[src/design/sdf_ram.sv]
// Generic single-port RAM with registered read data.
module sdf_ram #(
  parameter int unsigned Width = 8,
  parameter int unsigned Depth = 16,
  localparam int unsigned AddrWidth = (Depth > 1) ? $clog2(Depth) : 1
) (
  input  logic                 clk_i,
  input  logic                 en_i,
  input  logic                 we_i,
  input  logic [AddrWidth-1:0] addr_i,
  input  logic [Width-1:0]     wdata_i,
  output logic [Width-1:0]     rdata_o
);

  logic [Width-1:0] mem_q [Depth];
  logic [Width-1:0] rdata_q;

  always_ff @(posedge clk_i) begin
    if (en_i) begin
      if (we_i) begin
        mem_q[addr_i] <= wdata_i;
      end else begin
        rdata_q <= mem_q[addr_i];
      end
    end
  end

  assign rdata_o = rdata_q;

endmodule

[config.mk]
export PLATFORM = sky130hd
export DESIGN_NAME = sdf_ram
export DESIGN_NICKNAME = d
export VERILOG_FILES = /design/src/design/sdf_ram.sv
export SDC_FILE = /design/constraint.sdc
export NUM_CORES = 1
export LEC_CHECK = 0
export ABC_AREA = 1
export BUFFER_PORTS_ARGS = -buffer_cell sky130_fd_sc_hd__buf_2
export CORE_MARGIN = 4
export CORE_UTILIZATION = 55
export DETAILED_ROUTE_END_ITERATION = 7
export PLACE_DENSITY = 0.86
export SLEW_MARGIN = 25
export SYNTH_ARGS = -nofsm -noshare
export SYNTH_HDL_FRONTEND = slang
export SYNTH_SLANG_ARGS = --single-unit
export TNS_END_PERCENT = 20
[constraint.sdc]
create_clock -name clk_i -period 1.5 [get_ports clk_i]
set_clock_uncertainty 0.1 [all_clocks]
set_input_delay 0.225 -clock clk_i [delete_from_list [all_inputs] [get_ports clk_i]]
set_output_delay 0.225 -clock clk_i [all_outputs]
set_load 0.03 [all_outputs]
==> summary.txt, run 1 <==
Status
  • Result of the run: finished, final reports clean

Clocking
  • Deepest level of the CTS H-tree: 4
  • Clk sinks: between 100 and 150
  • Clock buffer count from CTS: 17
  • Clk pin slew, worst setup/hold paths: 60 ps
  • TritonCTS clock tree: done
  • CTS root buffer: sky130_fd_sc_hd__clkbuf_8
  • Insertion delay to the later sink of the worst-skew pair: 510 ps
  • Maximum root-to-sink buffer count: 2

Global routing
  • M2 GR Usage: 0.367
  • First-pass GRT wire length: 19500 µm
  • All-Layer GR Usage: 0.222
  • Global-route met3 utilization: 0.0558
  • Largest net degree at the start of global routing: 38
  • Number of global-route vias before repair: slightly below 4000
  • Number of antenna violations at the first check in global routing: 0
  • Global-route track usage on met1: 0.284
  • Total overflow reported by the global router: 0
  • Layer with the highest usage after global routing: met2

Logic synthesis
  • Number of warning messages in the yosys log: 0
  • Number of unique standard cell types used by synthesis: 9
  • Post-synth design cell area: 5690 µm²
  • Post-synthesis sequential area ratio: 0.718
  • Post-Syn Instances: 552
  • Flip-flop and latch count after synthesis: 136
  • Average cell area after synthesis: between 10 and 15 µm²
  • Post-synthesis net count: between 500 and 600

Power
  • Power per standard cell area: 1240 nW/µm²
  • Maximum resistive drop on vdd: 0.649 mV
  • Static leakage power: 0.00291 µW

Floorplan
  • Cell row count: 36
  • DIE HEIGHT: 110 µm
  • Total core area: 9910 µm²
  • DIE AREA: 12000 µm²
  • Die outline width: 110 µm
  • Count of boundary I/O pins: 23
  • Initial core utilization: 0.574

Routing
  • Residual DRC: 0
  • Wirelength per Cell: 16.2 µm
  • Initial DRT Pass Iterations: 5
  • Via-to-Cell Ratio: 5.16
  • Total wire length: 12300 µm
  • Via count of the routed design: 3904
  • Count of routing violations after the opening detailed-route iteration: ~400
  • Antenna viol nets, final: 0

Finish
  • Final Net Count: 625
  • Highest-count cells in the layout ignoring fill and taps: 347 x sky130_fd_sc_hd__nand2_1, 136 x sky130_fd_sc_hd__edfxtp_1, 31 x sky130_fd_sc_hd__buf_4
  • Leading cell type in the layout, fill and taps excluded: sky130_fd_sc_hd__nand2_1
  • Syn-to-layout area delta: 17.9%
  • Fraction of layout instances using a drive strength above 1: 0.143
  • # diodes: 0
  • Fillcell total: 697

Placed design
  • Final Wtd Congestion: 0.948
  • Number of buffer cells added on primary ports: 22
  • Worst slack at placement: -33.0 ps
  • Detailed placement HPWL: 8220 µm

Critical path
  • Cell family with the largest share of critical-path delay: flip-flops
  • CP max stage cell: sky130_fd_sc_hd__edfxtp_1
  • Data arrival time at the worst-slack endpoint: about 1100 ps
  • Critical Setup Path Class: flip-flop to primary output
  • CP Max Fanout: 1
  • Setup crit start kind: flip-flop
  • Largest stage delay, worst path: about 440 ps
  • Cell-by-cell listing of the critical path: buf_6
  • Number of buffer and inverter instances along the worst setup path: 1
  • Critical Path RT: 1170 ps
  • Category of the worst setup path capture point: primary output

STA
  • Slew margin rel.: 0.767
  • Slew Viols, Final: 0
  • Hold violation total from the final report: 0
  • Worst Setup Slack, final: 48.1 ps
  • Final critical-path share of the clock period: 0.968
  • Summed negative setup slack over all endpoints: 0 ps
  • Unrepaired setup endpoints after global routing: true
  • Highest Clock Rate: 689 MHz
  • Transition time at the pin with the least slew margin: roughly 350 ps
  • Setup violators final: 0
  • Post-layout minimum cycle time: 1450 ps

Min path
  • Class of the tightest hold or removal check: primary input to flip-flop

Run
  • Total of max-cap violations: 0
metal layers:
| layer | vias to the layer above | wire length [µm] | part of all wire |
|---|---|---|---|
| met2 | 171 | 6050 | 0.49 |
| met4 | 0 | 170 | 0.014 |
| li1 | 1889 | - | - |
| met3 | 16 | 1000 | 0.082 |
| met5 | - | 0 | 0 |
| met1 | 1828 | 5030 | 0.41 |
path summary, 6_finish.rpt:
check               startpoint           to  slack (ps)  depth (start not counted)
hold / removal      wdata_i[0]  mem_q[2][0]          20                          1
setup reg to reg  mem_q[14][1]   rdata_o[1]         260                          8
setup / recovery    rdata_o[2]   rdata_o[2]          50                          1
hold reg to reg    mem_q[0][1]   rdata_o[1]         690                          8
synthesized netlist by cell type:
master                     count  area (µm²)
sky130_fd_sc_hd__buf_2        12        60.1
sky130_fd_sc_hd__inv_1        21        78.8
sky130_fd_sc_hd__nand3_1       4        20.0
sky130_fd_sc_hd__buf_4         7        52.6
sky130_fd_sc_hd__nor2_1       19        71.3
sky130_fd_sc_hd__inv_2         4        15.0
sky130_fd_sc_hd__clkbuf_1      2        7.51
sky130_fd_sc_hd__nand2_1     347        1300
sky130_fd_sc_hd__edfxtp_1    136        4080
state kept, by name, summed over array words and instances, names as in the netlist:
name	flops
mem_q	128
rdata_o	8
through the flow:
stage	total power (µW)	hold WS (ps)	instance area (µm²)	instances	utilization
floorplan	4630	224	5690	552	-
global placement	4810	532	6140	720	0.620
detailed placement	4830	544	6140	720	0.620
CTS	8400	0.401	6690	755	0.675
global route	8650	3.42	6710	756	0.677
finish	8340	23.0	6710	756	0.677
power by group:
group / internal (µW) / leakage (µW) / switching [µW]
Clock: 2040 / 0.000242 / 1540
Combinational: 154 / 0.00143 / 354
Sequential: 4240 / 0.00123 / 14.0
cell families (layout without fill, tap and decap cells):
logic type,count (synthesis),count (layout),synth area share
AND/OR/NAND/NOR,370,370,0.245
buffers and inverters,46,117,0.0376
flip-flops,136,136,0.718
what timing repair did:
action                                  in CTS  in global routing
endpoints found under the setup margin       0                  1
resized for setup                            0                  3
endpoints found under the hold margin       36                  2
setup buffers                                0                  0
hold buffers                                 3                  1
area by class of cell:
class                   instances  area [µm²]  share of cell area
clock inverters                13         100              0.0149
multi-input cells             370        1390               0.208
repair buffers                 60         449              0.0670
clock buffers                  19         422              0.0628
inverters                      25        93.8              0.0140
well taps                     133         166              0.0248
flip-flops and latches        136        4080               0.609
No activity file was read; power rests on OpenSTA's default activity.
==> inputs of run 2 (changes only) <==
--- a/config.mk
+++ b/config.mk
@@ -8,9 +8,9 @@
 export ABC_AREA = 1
 export BUFFER_PORTS_ARGS = -buffer_cell sky130_fd_sc_hd__buf_2
 export CORE_MARGIN = 4
-export CORE_UTILIZATION = 55
+export CORE_UTILIZATION = 45
 export DETAILED_ROUTE_END_ITERATION = 7
-export PLACE_DENSITY = 0.86
+export PLACE_DENSITY = 0.75
 export SLEW_MARGIN = 25
 export SYNTH_ARGS = -nofsm -noshare
 export SYNTH_HDL_FRONTEND = slang
==> run 2 against run 1 <==
Critical path depth unchanged. Via count decreased by 1.9%. First-iteration DRC count decreased by 6.3%.
==> summary.txt, run 2 (synthesized netlist as in run 1, its figures left out) <==
Clocking
  • Hold-fix buffers at CTS: 0
  • Deepest level of the CTS H-tree: 4
  • Clock buffer count from CTS: 17
  • Insertion delay to the later sink of the worst-skew pair: 420 ps
  • TritonCTS clock tree: done
  • CTS root buffer: sky130_fd_sc_hd__clkbuf_16
  • Clk sinks: 136
  • Maximum root-to-sink buffer count: 2
  • Setup repair bufs after CTS: 0
  • Quantity of gates resized following cts: 0
  • Clk pin slew, worst setup/hold paths: around 60 ps

Critical path
  • Critical Setup Path Class: flip-flop to primary output
  • Startpoint of the most critical register-to-register path: mem_q[10][2]
  • Setup crit start kind: flip-flop
  • R2r worst-path depth: 8
  • Cell family with the largest share of critical-path delay: flip-flops
  • CP max stage cell: sky130_fd_sc_hd__edfxtp_1
  • Register-to-register setup slack: ~250 ps
  • Endpoint of the lowest-slack register-to-register path: rdata_o[2]
  • Critical Path RT: ~1200 ps
  • Data arrival time at the worst-slack endpoint: 1020 ps
  • Number of buffer and inverter instances along the worst setup path: 1
  • Category of the worst setup path capture point: primary output
  • Cell-by-cell listing of the critical path: buf_2
  • CP Max Fanout: 1
  • Largest stage delay, worst path: 400 ps

Power
  • Part of the power in registers: 0.456
  • Combinational Power Share: 0.054
  • Clk pwr share: 0.491
  • Static leakage power: a little under 0.003 µW
  • Switching share of power: 0.199
  • Power per standard cell area: approximately 1400 nW/µm²
  • NetSw: 1860 µW
  • Maximum resistive drop on vdd: between 0.7 and 0.8 mV
  • Internal power component: 7480 µW

STA
  • Slew Viols, Final: 0
  • Final critical-path share of the clock period: 0.894
  • Highest Clock Rate: 746 MHz
  • Hold violation total from the final report: 0
  • Slew margin rel.: 0.733
  • Setup violators final: 0
  • Unrepaired setup endpoints after global routing: false
  • Post-layout minimum cycle time: 1340 ps
  • Summed negative setup slack over all endpoints: 0 ps
  • Transition time at the pin with the least slew margin: 400 ps

Global routing
  • Number of global-route vias before repair: 3670
  • Global-route met3 utilization: 0.0519
  • Number of antenna violations at the first check in global routing: 0
  • Largest net degree at the start of global routing: 33
  • Total overflow reported by the global router: 0
  • M2 GR Usage: 0.273
  • Layer with the highest usage after global routing: met2
  • All-Layer GR Usage: 0.180
  • Global-route track usage on met1: 0.247
  • First-pass GRT wire length: 19500 µm

Routing
  • Wirelength per Cell: ~16 µm
  • Residual DRC: 0
  • Total wire length: roughly 12000 µm
  • Via count of the routed design: about 3800
  • Initial DRT Pass Iterations: 5
  • Via-to-Cell Ratio: 4.90
  • Antenna viol nets, final: 0
  • Count of routing violations after the opening detailed-route iteration: 373

Finish
  • Fillcell total: 1019
  • Highest-count cells in the layout ignoring fill and taps: 347 x sky130_fd_sc_hd__nand2_1, 136 x sky130_fd_sc_hd__edfxtp_1, 28 x sky130_fd_sc_hd__buf_4
  • Largest reg by FF count: mem_q
  • Leading cell type in the layout, fill and taps excluded: sky130_fd_sc_hd__nand2_1
  • Area taken by multi-input logic gates: 1390 µm²
  • Max reg flops: about 130
  • Final design utilization: 0.555
  • Final Net Count: 616
  • Fraction of layout instances using a drive strength above 1: 0.137
  • Footprint of the flip-flops and latches: 4080 µm²
  • Syn-to-layout area delta: 19.1%
  • # diodes: 0

Min path
  • End point of the worst hold path: mem_q[10][5]
  • Hold Crit Depth: 1
  • Worst Min Path Start: wdata_i[5]
  • Class of the tightest hold or removal check: primary input to flip-flop

Placed design
  • Final Wtd Congestion: 0.863
  • Detailed placement HPWL: 7690 µm
  • Number of buffer cells added on primary ports: 22

Floorplan
  • Total core area: between 10000 and 15000 µm²
  • Initial core utilization: 0.466
  • Count of boundary I/O pins: 23
  • Cell row count: 40
  • DIE AREA: 14500 µm²
  • DIE HEIGHT: 120 µm
  • Die outline width: 120 µm

Run
  • Total of max-cap violations: 0

Status
  • Result of the run: finished, final reports clean
## run 2: stage by stage
stage / hold slack, ps / power, µW / std cells / instance area (µm²) / setup WS, ps
after floorplan: 224 / 4630 / 552 / 5690 / -129
after global placement: 561 / 4820 / 750 / 6120 / -8.88
after detailed placement: 569 / 4830 / 750 / 6120 / -32.2
after CTS: 129 / 9390 / 782 / 6780 / 148
after global routing: 139 / 9640 / 782 / 6780 / 131
final: 136 / 9340 / 782 / 6780 / 160
## run 2: power by group through the flow
stage | clock network [µW] | logic [µW] | registers [µW]
6_report | 4580 | 500 | 4260
2_1_floorplan | 0 | 280 | 4350
4_1_cts | 4640 | 501 | 4260
5_1_grt | 4820 | 563 | 4260
3_5_place_dp | 0 | 495 | 4330
3_3_place_gp | 0 | 484 | 4330
## run 2: cell type report
cell class | instances | area share
Clock buffer | 18 | 0.0633
Clock inverter | 14 | 0.0338
Inverter | 25 | 0.0138
Multi-Input combinational cell | 370 | 0.206
Sequential cell | 136 | 0.602
Tap cell | 168 | 0.0310
Timing Repair Buffer | 51 | 0.0502
## run 2: how the worst max path moves through the flow
stage | startpoint | endpoint | slack [ps] | cells after the start
5_1_grt | rdata_o[0] | rdata_o[0] | 130 | 1
6_report | rdata_o[2] | rdata_o[2] | 160 | 1
3_5_place_dp | addr_i[0] | rdata_o[6] | -30 | 10
2_1_floorplan | addr_i[1] | mem_q[12][0] | -130 | 5
3_3_place_gp | addr_i[0] | rdata_o[3] | -9 | 10
4_1_cts | rdata_o[0] | rdata_o[0] | 150 | 1
## run 2: layer usage
layer / up-vias / wire length [µm]
li1: 1866 / -
met1: 1798 / 5380
met2: 145 / 5670
met3: 19 / 879
met4: 0 / 240
met5: - / 0
==> inputs of run 3 (changes only) <==
--- a/config.mk
+++ b/config.mk
@@ -5,12 +5,12 @@
 export SDC_FILE = /design/constraint.sdc
 export NUM_CORES = 1
 export LEC_CHECK = 0
-export ABC_AREA = 1
 export BUFFER_PORTS_ARGS = -buffer_cell sky130_fd_sc_hd__buf_2
 export CORE_MARGIN = 4
 export CORE_UTILIZATION = 45
 export DETAILED_ROUTE_END_ITERATION = 7
 export PLACE_DENSITY = 0.75
+export SETUP_SLACK_MARGIN = 0.1
 export SLEW_MARGIN = 25
 export SYNTH_ARGS = -nofsm -noshare
 export SYNTH_HDL_FRONTEND = slang
==> run 3 against run 2 <==
The run now ends with setup timing left. Critical path type is now flip-flop to flip-flop. Critical endpoint is now rdata_o[7]. Global-route usage fell by 0.73 points. Design area fell by 1.8%. Largest power group is now sequential cells. Maximum frequency fell by 13%. Critical path depth rose by 2.
==> summary.txt, run 3 <==
Placed design
  • Number of buffer cells added on primary ports: 22
  • Detailed placement HPWL: approximately 7000 µm
  • Final Wtd Congestion: 0.759
  • Placed cell count: 423

Critical path
  • Setup crit start kind: flip-flop
  • Category of the worst setup path capture point: flip-flop
  • Register-to-register setup slack: -40 ps
  • Critical Path RT: 1550 ps
  • Largest stage delay, worst path: between 400 and 500 ps
  • Critical Setup Path Class: flip-flop to flip-flop
  • CP max stage cell: sky130_fd_sc_hd__mux4_2
  • CP Max Fanout: 1
  • Cell-by-cell listing of the critical path: mux4_2 -> a22oi_2 -> nand2_1
  • Data arrival time at the worst-slack endpoint: 1590 ps

Logic synthesis
  • Post-synthesis net count: 249
  • Post-synthesis sequential area ratio: 0.780
  • Leading cell types by total area after synthesis: sky130_fd_sc_hd__edfxtp_1 78%, sky130_fd_sc_hd__mux4_1 8.0%, sky130_fd_sc_hd__mux4_2 6.9%
  • Post-synth design cell area: around 5200 µm²
  • Number of warning messages in the yosys log: 0
  • Most frequent cell after synthesis: sky130_fd_sc_hd__edfxtp_1
  • Number of unique standard cell types used by synthesis: 18
  • Async set-reset flop share out of synthesis: 0
  • Yosys top cell by area: sky130_fd_sc_hd__edfxtp_1
  • Top-area cell type share of the netlist area: 0.780
  • Flip-flop and latch count after synthesis: ~140
  • Count of flip-flops with a built-in enable after synthesis: 136
  • Top post-synthesis cells by count: 136 x sky130_fd_sc_hd__edfxtp_1, 16 x sky130_fd_sc_hd__a22oi_1, 16 x sky130_fd_sc_hd__mux4_1, 16 x sky130_fd_sc_hd__mux4_2, 13 x sky130_fd_sc_hd__nor2_1
  • Post-Syn Instances: 234
  • Average cell area after synthesis: approximately 22 µm²
  • Primary flip-flop cell chosen by synthesis mapping: sky130_fd_sc_hd__edfxtp_1

Clocking
  • Clk sinks: 136
  • Maximum root-to-sink buffer count: 2
  • CTS root buffer: sky130_fd_sc_hd__clkbuf_16
  • TritonCTS clock tree: done
  • Deepest level of the CTS H-tree: 4
  • Setup repair bufs after CTS: 0
  • Clock buffer count from CTS: 17
  • Insertion delay to the later sink of the worst-skew pair: 410 ps
  • Clk pin slew, worst setup/hold paths: 60 ps

Floorplan
  • Cell row count: 39
  • DIE HEIGHT: 116 µm
  • Total core area: 11400 µm²
  • DIE AREA: 13400 µm²
  • Die outline width: 116 µm
  • Count of boundary I/O pins: 23
  • Initial core utilization: 0.459

STA
  • Unrepaired setup endpoints after global routing: true
  • Slew Viols, Final: 0
  • Post-layout minimum cycle time: 1540 ps
  • Worst hold slack: 98.6 ps
  • Slew margin rel.: 0.340
  • Summed negative setup slack over all endpoints: -79.6 ps
  • Transition time at the pin with the least slew margin: just under 1000 ps
  • Setup violators final: 3
  • Hold violation total from the final report: 0
  • Highest Clock Rate: 651 MHz
  • Worst Setup Slack, final: -35.5 ps
  • Final critical-path share of the clock period: 1.02

Finish
  • Highest-count cells in the layout ignoring fill and taps: 136 x sky130_fd_sc_hd__edfxtp_1, 32 x sky130_fd_sc_hd__mux4_2, 21 x sky130_fd_sc_hd__buf_2
  • Max reg flops: approximately 130
  • Leading cell type in the layout, fill and taps excluded: sky130_fd_sc_hd__edfxtp_1
  • Syn-to-layout area delta: 27.1%
  • Largest reg by FF count: mem_q
  • Final Net Count: around 310
  • # diodes: 0
  • Fraction of layout instances using a drive strength above 1: 0.481
  • Count of placed standard cells in the final layout, fillers left out: 455
  • Final design utilization: 0.583

Power
  • Switching share of power: 0.207
  • Maximum resistive drop on vdd: approximately 0.9 mV
  • Part of the power in registers: 0.478
  • NetSw: 1840 µW
  • Power per standard cell area: approximately 1300 nW/µm²
  • Internal power component: 7060 µW
  • Combinational Power Share: 0.053
  • Clk pwr share: 0.470
  • Static leakage power: 0.00219 µW

Min path
  • Class of the tightest hold or removal check: primary input to flip-flop

Global routing
  • Total overflow reported by the global router: 0
  • First-pass GRT wire length: 16300 µm
  • Number of antenna violations at the first check in global routing: 0
  • Largest net degree at the start of global routing: 17
  • Number of global-route vias before repair: 2676
  • All-Layer GR Usage: 0.173

Routing
  • Residual DRC: 0
  • Initial DRT Pass Iterations: 4
  • Via count of the routed design: 2589
  • Via-to-Cell Ratio: 5.69
  • Antenna viol nets, final: 0
  • Count of routing violations after the opening detailed-route iteration: around 300
  • Total wire length: 10800 µm
  • Wirelength per Cell: 23.8 µm

Status
  • Result of the run: finished, violations left
  • Failing checks: setup timing

Run
  • Total of max-cap violations: 0
## run 3: through the flow
stage	setup slack [ps]	area (µm²)	total power (µW)
finish	-35.5	6660	8910
global route	-87.4	6660	9180
CTS	-28.2	6640	8950
detailed placement	-430	6030	4760
global placement	-411	6030	4740
floorplan	-111	5360	4580
## run 3: cell type report
type                            count  area (µm²)
Clock inverter                     15         176
Tap cell                          143         179
Sequential cell                   136        4080
Multi-Input combinational cell     85        1160
Fill cell                         799        4760
Timing Repair Buffer               59         634
Clock buffer                       17         425
## run 3: power by group through the flow
stage / registers [µW] / logic [µW] / clock network [µW]
2_1_floorplan: 4350 / 230 / 0
3_3_place_gp: 4330 / 413 / 0
5_1_grt: 4260 / 502 / 4420
4_1_cts: 4250 / 464 / 4230
3_5_place_dp: 4330 / 428 / 0
6_report: 4250 / 469 / 4180
## run 3: repair_timing
item / CTS / global route
cloned: 0 / 0
resized for setup: 27 / 7
hold buffers: 0 / 0
pin swaps: 14 / 4
setup endpoints to repair: 9 / 13
## run 3: critical path, delay by kind of cell (launching register included)
family           cells  cell delay, ps
AND/OR/NAND/NOR      1              70
multiplexers         1             490
AO/OA/AOI/OAI        1             240
flip-flops           1             390
## run 3: metal layers
| layer | global-route usage | share of wire |
|---|---|---|
| met2 | 0.280 | 0.52 |
| met5 | 0 | 0 |
| met3 | 0.0392 | 0.058 |
| met4 | 0.0681 | 0.014 |
| met1 | 0.230 | 0.41 |
## run 3: cells by family (layout without fill, tap and decap cells)
logic type,after synthesis,after routing,synth area share
flip-flops,136,136,0.780
AND/OR/NAND/NOR,37,37,0.0332
multiplexers,32,32,0.149
AO/OA/AOI/OAI,16,16,0.0229
buffers and inverters,13,91,0.0150
## run 3: final timing paths
path,start,endpoint,cells past startpoint
worst min-delay path,wdata_i[1],mem_q[12][1],1
worst max-delay path,mem_q[2][7],rdata_o[7],3
worst max register to register,mem_q[2][7],rdata_o[7],3
worst min register to register,mem_q[12][3],rdata_o[3],3
